--- src/rtl/icr_pkg.sv ---
// Package with shared constants and types for the image coordinate refinement block.
`timescale 1ns / 1ps
`default_nettype none
package icr_pkg;

  localparam int unsigned CfgIdxW = 3;

  typedef enum logic [CfgIdxW-1:0] {
    REG_PRINCIPAL_POINT = 3'd0,
    REG_RADIAL_K0       = 3'd1,
    REG_RADIAL_K1       = 3'd2,
    REG_RADIAL_K2       = 3'd3,
    REG_RADIAL_K3       = 3'd4,
    REG_DECENTRING      = 3'd5,
    REG_REFRACTION_K    = 3'd6,
    REG_REFRACTION_KC2  = 3'd7
  } cfg_reg_e;

  localparam logic signed [63:0] SMax = 64'sh7FFF_FFFF_FFFF_FFFF;

  typedef struct packed {
    logic signed [31:0] xp;
    logic signed [31:0] yp;
    logic signed [31:0] k0;
    logic signed [31:0] k1;
    logic signed [31:0] k2;
    logic signed [31:0] k3;
    logic signed [31:0] p1;
    logic signed [31:0] p2;
    logic signed [31:0] kr;
    logic signed [31:0] kc;
  } coeffs_t;

  // Saturating signed 64-bit add to +-(2^63 - 1).
  function automatic logic signed [63:0] sadd(input logic signed [63:0] a,
                                              input logic signed [63:0] b);
    logic signed [64:0] s;
    begin
      s = {a[63], a} + {b[63], b};
      if (s > 65'sh0_7FFF_FFFF_FFFF_FFFF) sadd = SMax;
      else if (s < -65'sh0_7FFF_FFFF_FFFF_FFFF) sadd = -SMax;
      else sadd = s[63:0];
    end
  endfunction

  function automatic logic signed [31:0] sat32(input logic signed [63:0] v);
    begin
      if (v > 64'sh7FFF_FFFF) sat32 = 32'sh7FFF_FFFF;
      else if (v < -64'sh8000_0000) sat32 = 32'sh8000_0000;
      else sat32 = v[31:0];
    end
  endfunction

  function automatic logic signed [31:0] negabs32(input logic signed [63:0] v);
    logic [63:0] m;
    begin
      m = v[63] ? 64'(-v) : 64'(v);
      if (m >= 64'h8000_0000) negabs32 = 32'sh8000_0000;
      else negabs32 = 32'(-$signed(m[31:0]));
    end
  endfunction

  // Magnitude of a signed 64-bit operand.
  function automatic logic [63:0] mag64(input logic signed [63:0] v);
    mag64 = v[63] ? 64'(-v) : 64'(v);
  endfunction

endpackage
`default_nettype wire

--- src/rtl/icr_cfg.sv ---
// Configuration register file for the refinement coefficients.
`timescale 1ns / 1ps
`default_nettype none
module icr_cfg (
  input  wire logic                          clk_i,
  input  wire logic                          rst_ni,
  input  wire logic                          we_i,
  input  wire logic [icr_pkg::CfgIdxW-1:0]   idx_i,
  input  wire logic [63:0]                   data_i,
  output icr_pkg::coeffs_t                   coeffs_o
);
  icr_pkg::coeffs_t c_q;

  always_ff @(posedge clk_i or negedge rst_ni) begin
    if (!rst_ni) begin
      c_q <= '0;
    end else if (we_i) begin
      case (icr_pkg::cfg_reg_e'(idx_i))
        icr_pkg::REG_PRINCIPAL_POINT: begin
          c_q.xp <= data_i[31:0];
          c_q.yp <= data_i[63:32];
        end
        icr_pkg::REG_RADIAL_K0: c_q.k0 <= data_i[31:0];
        icr_pkg::REG_RADIAL_K1: c_q.k1 <= data_i[31:0];
        icr_pkg::REG_RADIAL_K2: c_q.k2 <= data_i[31:0];
        icr_pkg::REG_RADIAL_K3: c_q.k3 <= data_i[31:0];
        icr_pkg::REG_DECENTRING: begin
          c_q.p1 <= data_i[31:0];
          c_q.p2 <= data_i[63:32];
        end
        icr_pkg::REG_REFRACTION_K:   c_q.kr <= data_i[31:0];
        icr_pkg::REG_REFRACTION_KC2: c_q.kc <= data_i[31:0];
        default: ;
      endcase
    end
  end

  assign coeffs_o = c_q;
endmodule
`default_nettype wire

--- config.mk ---
export PLATFORM = sky130hd
export DESIGN_NAME = icr_cfg
export DESIGN_NICKNAME = d
export VERILOG_FILES = /design/src/rtl/icr_pkg.sv /design/src/rtl/icr_cfg.sv
export SDC_FILE = /design/constraint.sdc
export NUM_CORES = 1
export LEC_CHECK = 0
export BUFFER_PORTS_ARGS = -buffer_cell sky130_fd_sc_hd__buf_2
export CAP_MARGIN = 30
export CORE_MARGIN = 10
export CORE_UTILIZATION = 40
export CTS_BUF_LIST = sky130_fd_sc_hd__clkbuf_2 sky130_fd_sc_hd__clkbuf_4 sky130_fd_sc_hd__clkbuf_8
export DETAILED_ROUTE_END_ITERATION = 16
export PLACE_DENSITY = 0.76
export SLEW_MARGIN = 20
export SYNTH_ARGS = -nofsm -noshare
export SYNTH_HDL_FRONTEND = slang
export SYNTH_SLANG_ARGS = --single-unit
export TNS_END_PERCENT = 50
--- constraint.sdc ---
create_clock -name clk_i -period 0.85 [get_ports clk_i]
set_input_delay 0.0425 -clock clk_i [delete_from_list [all_inputs] [get_ports clk_i]]
set_output_delay 0.0425 -clock clk_i [all_outputs]
set_load 0.005 [all_outputs]
==> results.ini <==
[sta]
rsz0062_at_grt=true
timing.fmax_mhz=865
worst_slew_pin_slew_ps=343
relSlewSlack_pct=77.1
setup_viol=421
period_share_pct=136
period_needed_ps=1160
hold_ws_ps=-47.4
drv_slew=0
setup_ws_ps=-307
skew_ps=0
hold_viol=15

[routing]
met2WireLength_mm=18.6
drtAntennaViolNets=0
wirelength_mm=37.8
wirelength_met1_mm=14.8
drc=0
drt_first_pass_iters=4
drt_iter0_drc=257
wl_per_cell_um=21.7
via_count=8418
wl_met3_mm=3.50
vias_per_cell=4.84
highest_layer=met4

[layout]
final_area_sq_um=17900
nets=1382
largest_register_ffs=320
drive_gt1_share_pct=71.0
seqCellArea_sq_um=8010
nFillCells=2191
fin_util_pct=60.5
syn_to_final_growth_pct=49.3
multi_input_area_sq_um=4110

[placement]
placed_area_sq_um=15100
finalWeightedCongestion=0.744
dp_slack_ps=-627
port_buffers=389
dp_hpwl_mm=24.9

[clocking]
cts_buffers=52
clkTransAtPathRegs_ps=60
clkLatencyLatePin_ps=550
cts-root-buf=clkbuf_8
holdBufCountCts=65
cts_tree=done
cts_max_level=2
max-clock-path-buffers=3
cts_sinks=320

[setup_path]
worst-setup-path-type=reg -> out
critPathCapture=coeffs_o[226]
crit_family=flip-flops
regToRegEndpoint=coeffs_o[282]$_DFFE_PN0P_
critical-path-max-stage-delay_ps=410
path_max_fanout=2
timing.rr.start=coeffs_o[282]$_DFFE_PN0P_
r2r_slack_ps=-200
cp.required_ps=810
crit_arrival_ps=1110
worstSetupEndpointType=output pin
cp-startpoint=coeffs_o[226]$_DFFE_PN0P_
cp-start-kind=flop
critical_path_buf_inv_count=1
path_depth=1
slowest_stage=dfrtp_1
path_cells=buf_2
r2r_cells=3

[synthesis]
ys_seq_area_share_pct=66.9
synth.distinct_cells=11
synthCells=686
synth_top_area_share_pct=66.9
syn_avg_cell_area_sq_um=17.5
synthTopCellsByArea=dfrtp_1, mux2_2, buf_6
ys_seq_elements=320
synth_top_cell_by_area=dfrtp_1
syn_area_sq_um=12000
yosysWarningCount=0
synth_fp_nets=756

[power]
switching_power_uw=12300
internal-power_uw=33700
p_leak_uw=0.00890
pwr-share-comb_pct=25.9
vdd_ir_drop_max_v=0.00186
switching_share_pct=26.8
p_clk_share_pct=29.5
power.density_nw_per_um2=2580
sequentialPowerShare_pct=44.6

[grt]
grt_pass1_wl_mm=55.2
grt_use_total_pct=19.0
grt-ovfl-total=0
grt_pass1_vias=9396
antenna_found_initial=1
grt_start_max_net_pins=46

[floorplan]
fp-row-count=63
die_w_um=193
dieHeight_um=193
io-pin-count=390
start_util_pct=40.5
core_sq_um=29600
dieArea_sq_um=37300

[job]
maxCapViolations=0

[status]
outcome=finished with violations
failed_checks=hold timing, setup timing

[hold_path]
hp-class=in -> async

==> metal layers <==
layer / vias up / GRT usage (%)
met3: 63 / 6.83
met1: 4336 / 22.2
met2: 326 / 32.2
li1: 3693 / -
met4: 0 / 5.62
met5: - / 0
==> layout make-up <==
class,instances,area share [%]
multi-input combinational,328,23.0
clock inverter,5,0.175
sequential,320,44.8
tap,390,2.73
antenna,2,0.0280
clock buffer,84,5.80
timing repair buffer,610,23.5
==> power by group through the flow <==
| stage | Sequential [uW] | Combinational, uW | Clock [uW] |
|---|---|---|---|
| 3_3_place_gp | 20600 | 9350 | 0 |
| 6_report | 20600 | 12000 | 13600 |
| 5_1_grt | 20900 | 12900 | 14600 |
| 4_1_cts | 20400 | 11100 | 13900 |
| 3_5_place_dp | 20700 | 9620 | 0 |
| 2_1_floorplan | 20800 | 3750 | 0 |
==> cells in the mapped netlist (all sizes together) <==
library cell	instances
nor4bb	3
buf	34
nand4b	3
dfrtp	320
clkbuf	4
nor4b	1
nand4	1
mux2	320
==> kinds of logic (layout without fill, tap and decap cells) <==
logic type    count (synthesis)  count (layout)  share of synthesized area (%)
buf+inv                      38             699                           2.39
flops                       320             320                           66.9
mux                         320             320                           30.1
other cells                   0               2                              0
simple gates                  8               8                          0.648
==> through the flow <==
step	cells	power (uW)	TNS (ps)	hold slack, ps
2_1_floorplan	686	24500	-82790	-253
3_3_place_gp	1471	29900	-151740	-76.2
3_5_place_dp	1471	30300	-159200	-68.6
4_1_cts	1692	45500	-101820	-87.0
5_1_grt	1738	48400	-112630	-59.4
6_report	1739	46100	-89980	-47.4
==> cell usage in the layout (no fill, tap or decap) <==
| master | instances |
|---|---|
| buf_12 | 21 |
| buf_2 | 368 |
| buf_4 | 126 |
| buf_6 | 29 |
| buf_8 | 1 |
| clkbuf_4 | 19 |
| clkbuf_8 | 65 |
| clkinv_2 | 3 |
| clkinvlp_4 | 1 |
| dfrtp_1 | 320 |
| diode_2 | 2 |
| dlygate4sd3_1 | 65 |
| inv_6 | 1 |
| mux2_1 | 1 |
| mux2_2 | 218 |
| mux2_4 | 101 |
| nand4_1 | 1 |
| nand4b_1 | 3 |
| nor4b_4 | 1 |
| nor4bb_4 | 3 |
==> timing repair <==
action / 4_1_cts / 5_1_grt
gates cloned: 0 / 0
resized for setup: 19 / 22
endpoints found under the hold margin: 640 / 15
pin swaps: 1 / 1
setup endpoints to repair: 326 / 418
setup buffers: 67 / 45
==> how the worst min path moves through the flow <==
stage	slack, ps	startpoint	end	cells after the start
after global routing	-60	rst_ni	coeffs_o[297]$_DFFE_PN0P_	2
after floorplan	-250	rst_ni	coeffs_o[0]$_DFFE_PN0P_	0
after detailed placement	-70	rst_ni	coeffs_o[100]$_DFFE_PN0P_	1
final	-50	rst_ni	coeffs_o[100]$_DFFE_PN0P_	2
after global placement	-80	rst_ni	coeffs_o[100]$_DFFE_PN0P_	1
after CTS	-90	rst_ni	coeffs_o[100]$_DFFE_PN0P_	2
Note: power is estimated with default switching activity, not from simulation.
